### src/sample_history_ring_buffer_unit_macros.svh
// Assertion macros shared by the sample history ring buffer RTL.
`ifndef SAMPLE_HISTORY_RING_BUFFER_UNIT_MACROS_SVH
`define SAMPLE_HISTORY_RING_BUFFER_UNIT_MACROS_SVH

// Same-cycle implication, sampled on clk, off while rst_n is low.
`define SHR_ASSERT_IMPL(lbl, ante, cons, msg) \
    lbl: assert property (@(posedge clk) disable iff (!rst_n) (ante) |-> (cons)) \
        else $error(msg);

// Next-cycle implication, sampled on clk, off while rst_n is low.
`define SHR_ASSERT_NEXT(lbl, ante, cons, msg) \
    lbl: assert property (@(posedge clk) disable iff (!rst_n) (ante) |=> (cons)) \
        else $error(msg);

`endif

### src/shr_pkg.sv
// Package: widths, codes and shared types of the sample history ring buffer.
`default_nettype none

package shr_pkg;

    localparam int DEPTH    = 16384;
    localparam int ADDR_W   = $clog2(DEPTH);
    localparam int CAP_W    = 15;
    localparam int SAMPLE_W = 16;
    localparam int MAX_READ = 64;
    localparam int CNT_W    = 7;
    localparam int KIND_W   = 2;

    localparam logic [KIND_W-1:0] KIND_WRITE = 2'd0;
    localparam logic [KIND_W-1:0] KIND_READ  = 2'd1;
    localparam logic [KIND_W-1:0] KIND_CLEAR = 2'd2;

    localparam logic MOD_ADD = 1'b0;
    localparam logic MOD_SUB = 1'b1;

    typedef struct packed {
        logic              op;
        logic [CAP_W-1:0]  a;
        logic [CAP_W-1:0]  b;
    } mod_req_t;

    typedef struct packed {
        logic                       en;
        logic [ADDR_W-1:0]          addr;
        logic signed [SAMPLE_W-1:0] data;
    } mem_wr_t;

endpackage

`default_nettype wire

### src/shr_mod_unit.sv
// Shared modular add/subtract unit: result wraps into the range 0 .. cap-1.
`default_nettype none

module shr_mod_unit
    import shr_pkg::*;
(
    input  mod_req_t          req,
    input  logic [CAP_W-1:0]  cap,
    output logic [ADDR_W-1:0] res
);

    logic [CAP_W:0] sum;
    logic [CAP_W:0] diff;
    logic [CAP_W:0] wide;

    // Operands keep a + b below 2*cap and a - b at or above -cap.
    always_comb
    begin
        sum  = {1'b0, req.a} + {1'b0, req.b};
        diff = {1'b0, req.a} - {1'b0, req.b};
        case (req.op)
            MOD_ADD:
            begin
                if (sum >= {1'b0, cap})
                    wide = sum - {1'b0, cap};
                else
                    wide = sum;
            end
            MOD_SUB:
            begin
                if (diff[CAP_W])
                    wide = diff + {1'b0, cap};
                else
                    wide = diff;
            end
            default: wide = sum;
        endcase
        res = wide[ADDR_W-1:0];
    end

endmodule

`default_nettype wire

### config.mk
export PLATFORM = sky130hd
export DESIGN_NAME = shr_mod_unit
export DESIGN_NICKNAME = d
export VERILOG_FILES = /design/src/sample_history_ring_buffer_unit_macros.svh /design/src/shr_pkg.sv /design/src/shr_mod_unit.sv
export SDC_FILE = /design/constraint.sdc
export NUM_CORES = 1
export LEC_CHECK = 0
export BUFFER_PORTS_ARGS = -buffer_cell sky130_fd_sc_hd__buf_4
export CORE_MARGIN = 10
export CORE_UTILIZATION = 55
export DETAILED_ROUTE_END_ITERATION = 16
export PLACE_DENSITY = 0.88
export SYNTH_ARGS = -nofsm -noshare
export SYNTH_HDL_FRONTEND = slang
export SYNTH_SLANG_ARGS = --single-unit
### constraint.sdc
create_clock -name vclk -period 4.93
set_clock_uncertainty 0.2 [all_clocks]
set_input_delay 0.493 -clock vclk [all_inputs]
set_output_delay 0.493 -clock vclk [all_outputs]
set_load 0.02 [all_outputs]
# Word-level counts from Yosys, hierarchy flattened
# Cells that the tools add are included.
# word_totals
output_inout_bits,14
in_bits,46
regBits,0
elab_cells,9
# classes
n_bitwise,1
order_cmp,1
muxes,3
n_addsub,4
# op_table
op,n
$mux 14,2
$pmux 14 s2,1
$add 15x15->16,1
$ge 16x15->1,1
$sub 15x15->16,1
$add 14x14->14,1
$sub 14x14->14,1
$not 1->1,1

# Logic depth before layout (Yosys ltp)
# Gate-level depths: netlist of the first run.
# depth
depth_word,4
ltp_mapped,20
mapped_depth_nobuf,18

# Worst setup path before layout of the first run
# No wires, ideal clock.
# synth_timing
kind,in2out
startpoint,input req[2] in the netlist's numbering
endpoint,output res[8]
t_required_ns,4.237
arrival_time_ns,4.196
slack_ns,0.041
n_path_buf,2
cell_stages,20
cell_sequence,inv_1 > ha_1 > buf_4 > nor3b_1 > o31ai_2 > a31oi_1 > nand3_1 > a21oi_1 > nor3_1 > or2_2 > ha_1 > a21oi_1 > o41ai_1 > nor3_1 > and3_1 > nor3_1 > a2111oi_4 > buf_6 > mux2i_1 > mux2i_1
# synth_between
elab_chain_len,4
elab_cells_between_ends,8
cone_classes,add/sub (4); order compare (1); mux (3)
# synth_rtl
element,line_no,text
start: declaration,shr_mod_unit.sv:7,"input mod_req_t req,"
$sub 15x15->16 or $add 15x15->16 (tied branches),"shr_mod_unit.sv:20, shr_mod_unit.sv:19",
$add 14x14->14 (tied with other cells),shr_mod_unit.sv:32,"wide = diff + {1'b0, cap};"
$mux 14 (on tied branches),"shr_mod_unit.sv:31, shr_mod_unit.sv:24",
$pmux 14 s2 *,shr_mod_unit.sv:21,case (req.op)
end: declaration,shr_mod_unit.sv:9,output logic [ADDR_W-1:0] res
# Mark *: on every way between the ends. The rest lies on a longest branch, timed or not.

# Worst setup path in the final report of the first run
# layout_timing
startpoint,input req[15] in the netlist's numbering
endpoint,output res[10]
# Same word-level chain as after synthesis.

==> results of run 1 <==
[cell families after synthesis]
logic type	share of synthesized area [%]
AND/OR/NAND/NOR	17.32
multiplexers	12.13
buffers and inverters	8.499
adder cells (fa/ha/maj)	25.70
XOR/XNOR	12.01
AO/OA/AOI/OAI	24.34
[power groups by stage]
stage / clock network [mW] / logic, mW / registers (mW)
after detailed placement: 0 / 1.07 / 0
after floorplan: 0 / 0.716 / 0
after CTS: 0 / 1.11 / 0
after global routing: 0 / 1.35 / 0
after global placement: 0 / 1.05 / 0
final: 0 / 1.26 / 0
[metrics by stage]
step / power (mW) / setup slack [ns] / cells / instance area, sq um
finish: 1.258 / -0.1797 / 614 / 4491
global route: 1.346 / -0.3094 / 614 / 4491
CTS: 1.113 / 0.001764 / 599 / 4146
detailed placement: 1.074 / -0.2271 / 596 / 3999
global placement: 1.045 / -0.1247 / 596 / 3999
floorplan: 0.7158 / 0.04084 / 423 / 3136
[critical path, cell delays in order]
cell and delay [ns]:
buf_8 0.08, ha_4 0.15, inv_4 0.04, fa_2 0.40
o21ba_4 0.21, o211ai_1 0.17, buf_4 0.18, a2111oi_4 0.09
o31ai_4 0.27, a21oi_2 0.11, xor2_2 0.17, ha_2 0.22
a21oi_4 0.15, o41ai_4 0.11, nor3_2 0.20, and3_4 0.23
nor3_4 0.04, a2111oi_4 0.31, buf_4 0.24, mux2i_2 0.24
mux2i_1 0.13, buf_4 0.18
[worst paths after layout]
path | from | to | slack, ns | cells past startpoint
setup / recovery | req[15] | res[10] | -0.18 | 22
hold / removal | req[30] | res[2] | 1.27 | 3
[per-layer routing]
layer / global-route usage (%) / up-vias / wire length (microns) / part of all wire, %
li1: - / 1747 / - / -
met1: 25.91 / 1726 / 4589 / 40
met2: 38.47 / 212 / 5637 / 49
met3: 3.456 / 39 / 845 / 7.4
met4: 3.071 / 0 / 347 / 3.0
met5: 0 / - / 0 / 0
[area by class of cell]
cell class	count	share of cell area (%)
Inverter	51	4.319
Timing Repair Buffer	131	22.74
Tap cell	72	2.006
Multi-Input combinational cell	360	70.94
[what timing repair did]
action                     CTS  global route
setup buffers                4            15
pin swaps                   12            36
setup endpoints to repair   14            14
resized for setup           21            49
[Yosys cell counts (5+ instances only)]
master,n
nor2b_1,7
nand2_1,9
o21a_1,5
a211oi_1,7
inv_1,50
nor2_1,37
nand3_1,7
nor3_1,18
a21o_1,7
nand2b_1,9
mux2i_1,38
xor2_1,9
xnor2_1,34
a21oi_1,34
and3_1,6
ha_1,58
o21ai_0,16
o211ai_1,6
==> flow_summary.toml, run 1 <==
[floorplan]
die_h_microns = 95.51
ios = 60
die-area_sq_um = 9121
initial_core_util_pct = 56.94
die_w_microns = 95.51
row_count = 27
core_area_sq_um = 5507

[layout]
n_sequential_cell = 0
nFillCells = 344
layout-drive-gt1-share_pct = 34.50
antenna_cells = 0
final_cell_mix = "123 x buf_4, 49 x ha_1, 46 x inv_1"
multi_input_comb_area_sq_um = 3186
syn_to_final_growth_pct = 43.22
seqCellArea_sq_um = 0
nets = 652
nClkBuffers = 0
final_common_cell = "buf_4"
final_core_util_pct = 81.55

[global_route]
grt_pass1_vias = 3574
grt_pass1_wl_mm = 16.28
grt.total_usage_pct = 21.16
grt_max_degree = 15
antenna_found_initial = 0
overflow = 0

[synthesis]
syn_area_per_cell_sq_um = 7.413
synthesis.area_sq_um = 3136
synth_nets = 531
synthCells = 423
yosys_warnings = 0
synth_top_cell_area_share_pct = 23.14
seq_area_frac_synth_pct = 0
synth.distinct_cells = 57
yosysTopAreaCell = "ha_1"
yosys-top-cells-area = "ha_1 23%, mux2i_1 12%, xnor2_1 9.5%, inv_1 6.0%, a21oi_1 5.4%"

[routing]
vias = 3724
drt-initial-drc-count = 233
totalWireLength_mm = 11.42
drt_pass1_iterations = 6
drc = 0
ant_nets = 0
wl_per_cell_microns = 18.60
route.detailed.vias_per_inst = 6.065

[power]
vdd_drop_max_mv = 0.1818
pwr-share-seq_pct = 0
p_comb_share_pct = 100.0
p_leak_nw = 2.235
power_density_nw_per_um2 = 280.0
switching_power_mw = 0.6626
clkPwrFrac_pct = 0
power.internal_mw = 0.5950
swShare_pct = 52.69

[status]
failed_checks = "negative setup slack"
outcome = "finished, violations left"

[timing]
rsz0062_at_grt = "true"
maxSlewViolCount = 0
worst_pin_slew_ns = 0.6225
max_freq_mhz = 195.7
finalCritPeriodShare_pct = 103.6
setup_ws_ns = -0.1797
maxSlewHeadroom_pct = 58.25
setup-tns-final_ns = -1.167
setup_violations = 14
finalHoldViolations = 0
whs_ns = 1.273
post-route-min-period_ns = 5.110

[placed_design]
routabilityCongestion = 0.9893
dp_hpwl_mm = 8.131
port_buffers = 60

[clocking]
hold_buffers = 0

[min_path]
holdCritPathClass = "in -> out"

[worst_setup_path]
crit_type = "in -> out"
start_kind = "primary input"
end_kind = "primary output"
arrival_ns = 4.42
critPathMaxFanout = 5
required_ns = 4.24

[run]
cap_viol_max_count = 0
Note: power is estimated with default switching activity, not from simulation.
==> run 2: changes to the inputs <==
Settings changed: CORE_ASPECT_RATIO set to 1.75.
==> flow_summary.toml, run 2 (synthesis results as in run 1) <==
[status]
outcome = "finished, violations left"
failed_checks = "negative setup slack"

[floorplan]
die_w_microns = 77.08
die-area_sq_um = 9240
row_count = 36
initial_core_util_pct = 56.59
core_area_sq_um = 5540
ios = 60
die_h_microns = 119.9

[placed_design]
dp_hpwl_mm = 8.209
routabilityCongestion = 0.9665
dp.cells = 583
port_buffers = 60

[routing]
wl_per_cell_microns = 18.20
totalWireLength_mm = 10.89
vias = 3647
drt-initial-drc-count = 190
route.detailed.vias_per_inst = 6.099
drt_pass1_iterations = 4
drc = 0
ant_nets = 0

[min_path]
hold_depth = 3
holdPathEnd = "res[3]"
min_from = "req[30]"
holdCritPathClass = "in -> out"

[timing]
setup_ws_ns = -0.1583
maxSlewViolCount = 0
finalHoldViolations = 0
max_freq_mhz = 196.5
worst_pin_slew_ns = 0.7093
maxSlewHeadroom_pct = 52.66
post-route-min-period_ns = 5.088
rsz0062_at_grt = "true"
setup_violations = 13
whs_ns = 1.263
finalCritPeriodShare_pct = 103.2

[worst_setup_path]
cp_cell_sequence = "buf_8, ha_4, inv_2, fa_2, o21ba_4, o211ai_1, buf_4, a2111oi_4, o31ai_4, a21oi_2, xor2_2, ha_2, nor2_1, nor2_1, o21ai_1, nor3_4, a2111oi_4, buf_6, mux2i_1, mux2i_1, buf_4"
slowest_stage = "a2111oi_4"
critPathMaxFanout = 8
critPathMaxStageDelay_ns = 0.47
arrival_ns = 4.40
end_kind = "primary output"
required_ns = 4.24
crit_type = "in -> out"
start_kind = "primary input"

[layout]
nClkBuffers = 0
seqCellArea_sq_um = 0
final_cell_mix = "104 x buf_4, 52 x ha_1, 47 x inv_1"
nFillCells = 377
nets = 632
n_sequential_cell = 0
finalNonFillerCells = 598
syn_to_final_growth_pct = 37.67
final_common_cell = "buf_4"
layout-drive-gt1-share_pct = 31.61
final_core_util_pct = 77.91
antenna_cells = 0

[power]
vdd_drop_max_mv = 0.2349
power_density_nw_per_um2 = 281.6
p_leak_nw = 2.146

[run]
cap_viol_max_count = 0

[global_route]
grt_pass1_vias = 3813
antenna_found_initial = 0
grt_max_degree = 15
grt.total_usage_pct = 20.55
grt_pass1_wl_mm = 16.44
overflow = 0

[clocking]
hold_buffers = 0
## run 2: per-stage QoR
stage	setup WS [ns]	total power, mW	cell area (sq um)	setup TNS, ns
3_3_place_gp	-0.1453	1.010	3876	-1.694
2_1_floorplan	0.04084	0.7158	3136	0
3_5_place_dp	-0.3315	1.047	3876	-3.655
5_1_grt	-0.2692	1.300	4317	-3.262
6_report	-0.1583	1.216	4317	-1.319
4_1_cts	-0.003549	1.135	4187	-0.004459
## run 2: final cells by class
| type | instances | area, sq um | area share, % |
|---|---|---|---|
| multi-input cells | 360 | 3163 | 73.28 |
| inverters | 51 | 191.4 | 4.435 |
| repair buffers | 111 | 867.1 | 20.09 |
| well taps | 76 | 95.09 | 2.203 |
## run 2: metal layers
layer	GRT usage [%]	vias up	routed length [microns]
met5	0	-	0
li1	-	1708	-
met2	41.53	165	5839
met1	17.56	1715	3720
met4	13.88	0	801
met3	3.214	59	524
## run 2: where the power goes
group          leakage [nW]  internal, mW  switching [mW]
Sequential                0             0               0
Combinational          2.15         0.571           0.644
Clock                     0             0               0
## run 2: worst max-delay path: cells and delay by family
kind	cells	cell delay, ns
AO/OA/AOI/OAI	7	1.61
adder cells (fa/ha/maj)	3	0.71
multiplexers	2	0.35
XOR/XNOR	1	0.25
buffers and inverters	5	0.70
AND/OR/NAND/NOR	3	0.30
## run 2: worst max-delay path by stage
stage / from / end / slack (ns)
3_5_place_dp: req[0] / res[0] / -0.33
3_3_place_gp: req[0] / res[4] / -0.15
2_1_floorplan: req[2] / res[8] / 0.04
6_report: req[0] / res[7] / -0.16
4_1_cts: req[15] / res[11] / -0.004
5_1_grt: req[0] / res[2] / -0.27
## run 2: repair_timing
item                       in CTS  in global routing
setup endpoints to repair      14                 14
gates resized for setup        50                 18
pin swaps                      33                 27
buffers inserted               10                  6
==> run 3: changes to the inputs <==
Settings changed: SKIP_LAST_GASP set to 1.
==> flow_summary.toml, run 3 (synthesis results as in run 1) <==
[layout]
n_sequential_cell = 0
final_common_cell = "buf_4"
nClkBuffers = 0
design_area_sq_um = 4314
antenna_cells = 0
finalNonFillerCells = 598
nets = 632
layout-drive-gt1-share_pct = 31.42
final_core_util_pct = 77.87
syn_to_final_growth_pct = 37.59
seqCellArea_sq_um = 0
final_cell_mix = "104 x buf_4, 52 x ha_1, 47 x inv_1"

[global_route]
grt_pass1_vias = 3813
overflow = 0
antenna_found_initial = 0
grt_pass1_wl_mm = 16.44
grt_max_degree = 15
grt.total_usage_pct = 20.55

[timing]
finalCritPeriodShare_pct = 103.1
worst_pin_slew_ns = 0.7102
rsz0062_at_grt = "true"
maxSlewViolCount = 0
max_freq_mhz = 196.7
setup-tns-final_ns = -1.260
post-route-min-period_ns = 5.084
setup_ws_ns = -0.1540
maxSlewHeadroom_pct = 52.60
setup_violations = 13
whs_ns = 1.261
finalHoldViolations = 0

[placed_design]
dp_hpwl_mm = 8.209
dp.cells = 583
port_buffers = 60
routabilityCongestion = 0.9665
post_dp_cell_area_sq_um = 3876

[floorplan]
die_w_microns = 77.08
initial_core_util_pct = 56.59
die_h_microns = 119.9
core_area_sq_um = 5540
row_count = 36
die-area_sq_um = 9240
ios = 60

[routing]
ant_nets = 0
drc = 0
route.detailed.vias_per_inst = 6.122
drt-initial-drc-count = 200
wl_per_cell_microns = 18.13
drt_pass1_iterations = 4
vias = 3661
totalWireLength_mm = 10.84

[worst_setup_path]
crit_type = "in -> out"
critPathMaxFanout = 8
required_ns = 4.24
end_kind = "primary output"
arrival_ns = 4.39
start_kind = "primary input"

[status]
outcome = "finished, violations left"
failed_checks = "negative setup slack"

[power]
clkPwrFrac_pct = 0
swShare_pct = 52.96
pwr-share-seq_pct = 0
power_density_nw_per_um2 = 281.3
switching_power_mw = 0.6426
vdd_drop_max_mv = 0.2349
p_leak_nw = 2.147
p_comb_share_pct = 100.0
power.internal_mw = 0.5708

[min_path]
holdCritPathClass = "in -> out"

[clocking]
hold_buffers = 0

[run]
cap_viol_max_count = 0
-- run 3: changes by cell type in the layout (fill, tap and decap cells not counted) --
cell	previous run	this run
fa_1	2	3
fa_2	2	1
-- run 3: final timing paths --
check / startpoint / to / cells past startpoint
min: req[30] / res[3] / 3
max: req[0] / res[7] / 21
-- run 3: layer usage --
layer / wire (microns) / share of wire [%] / vias to the layer above / global-route usage (%)
met4: 855 / 7.9 / 0 / 13.88
li1: - / - / 1709 / -
met1: 3660 / 34 / 1715 / 17.56
met3: 560 / 5.2 / 68 / 3.214
met5: 0 / 0 / - / 0
met2: 5766 / 53 / 169 / 41.53
-- run 3: through the flow --
step | setup slack (ns) | power (mW)
6_report | -0.1540 | 1.213
5_1_grt | -0.2692 | 1.300
4_1_cts | -0.004368 | 1.135
3_5_place_dp | -0.3315 | 1.047
3_3_place_gp | -0.1453 | 1.010
2_1_floorplan | 0.04084 | 0.7158
-- run 3: what timing repair did --
item / 4_1_cts / 5_1_grt
setup buffers: 10 / 6
pin swaps: 33 / 27
gates resized for setup: 49 / 18
endpoints found under the setup margin: 14 / 14
-- run 3: power groups by stage --
stage / sequential (mW) / clock [mW] / combinational, mW
detailed placement: 0 / 0 / 1.05
floorplan: 0 / 0 / 0.716
CTS: 0 / 0 / 1.14
global route: 0 / 0 / 1.30
global placement: 0 / 0 / 1.01
finish: 0 / 0 / 1.21
-- run 3: critical path, stage by stage --
cell and delay [ns]:
buf_8 0.10, ha_4 0.15, inv_2 0.05, fa_2 0.22, o21ba_4 0.16, o211ai_1 0.08, buf_4 0.17, a2111oi_4 0.47
o31ai_4 0.10, a21oi_2 0.24, xor2_2 0.25, ha_2 0.34, nor2_1 0.13, nor2_1 0.07, o21ai_1 0.27, nor3_4 0.10
a2111oi_4 0.29, buf_6 0.21, mux2i_1 0.22, mux2i_1 0.13, buf_4 0.17
-- run 3: cell type report --
class | instances | area (sq um)
inverters | 51 | 191.4
multi-input cells | 360 | 3161
repair buffers | 111 | 867.1
well taps | 76 | 95.09
fillers | 378 | 1226
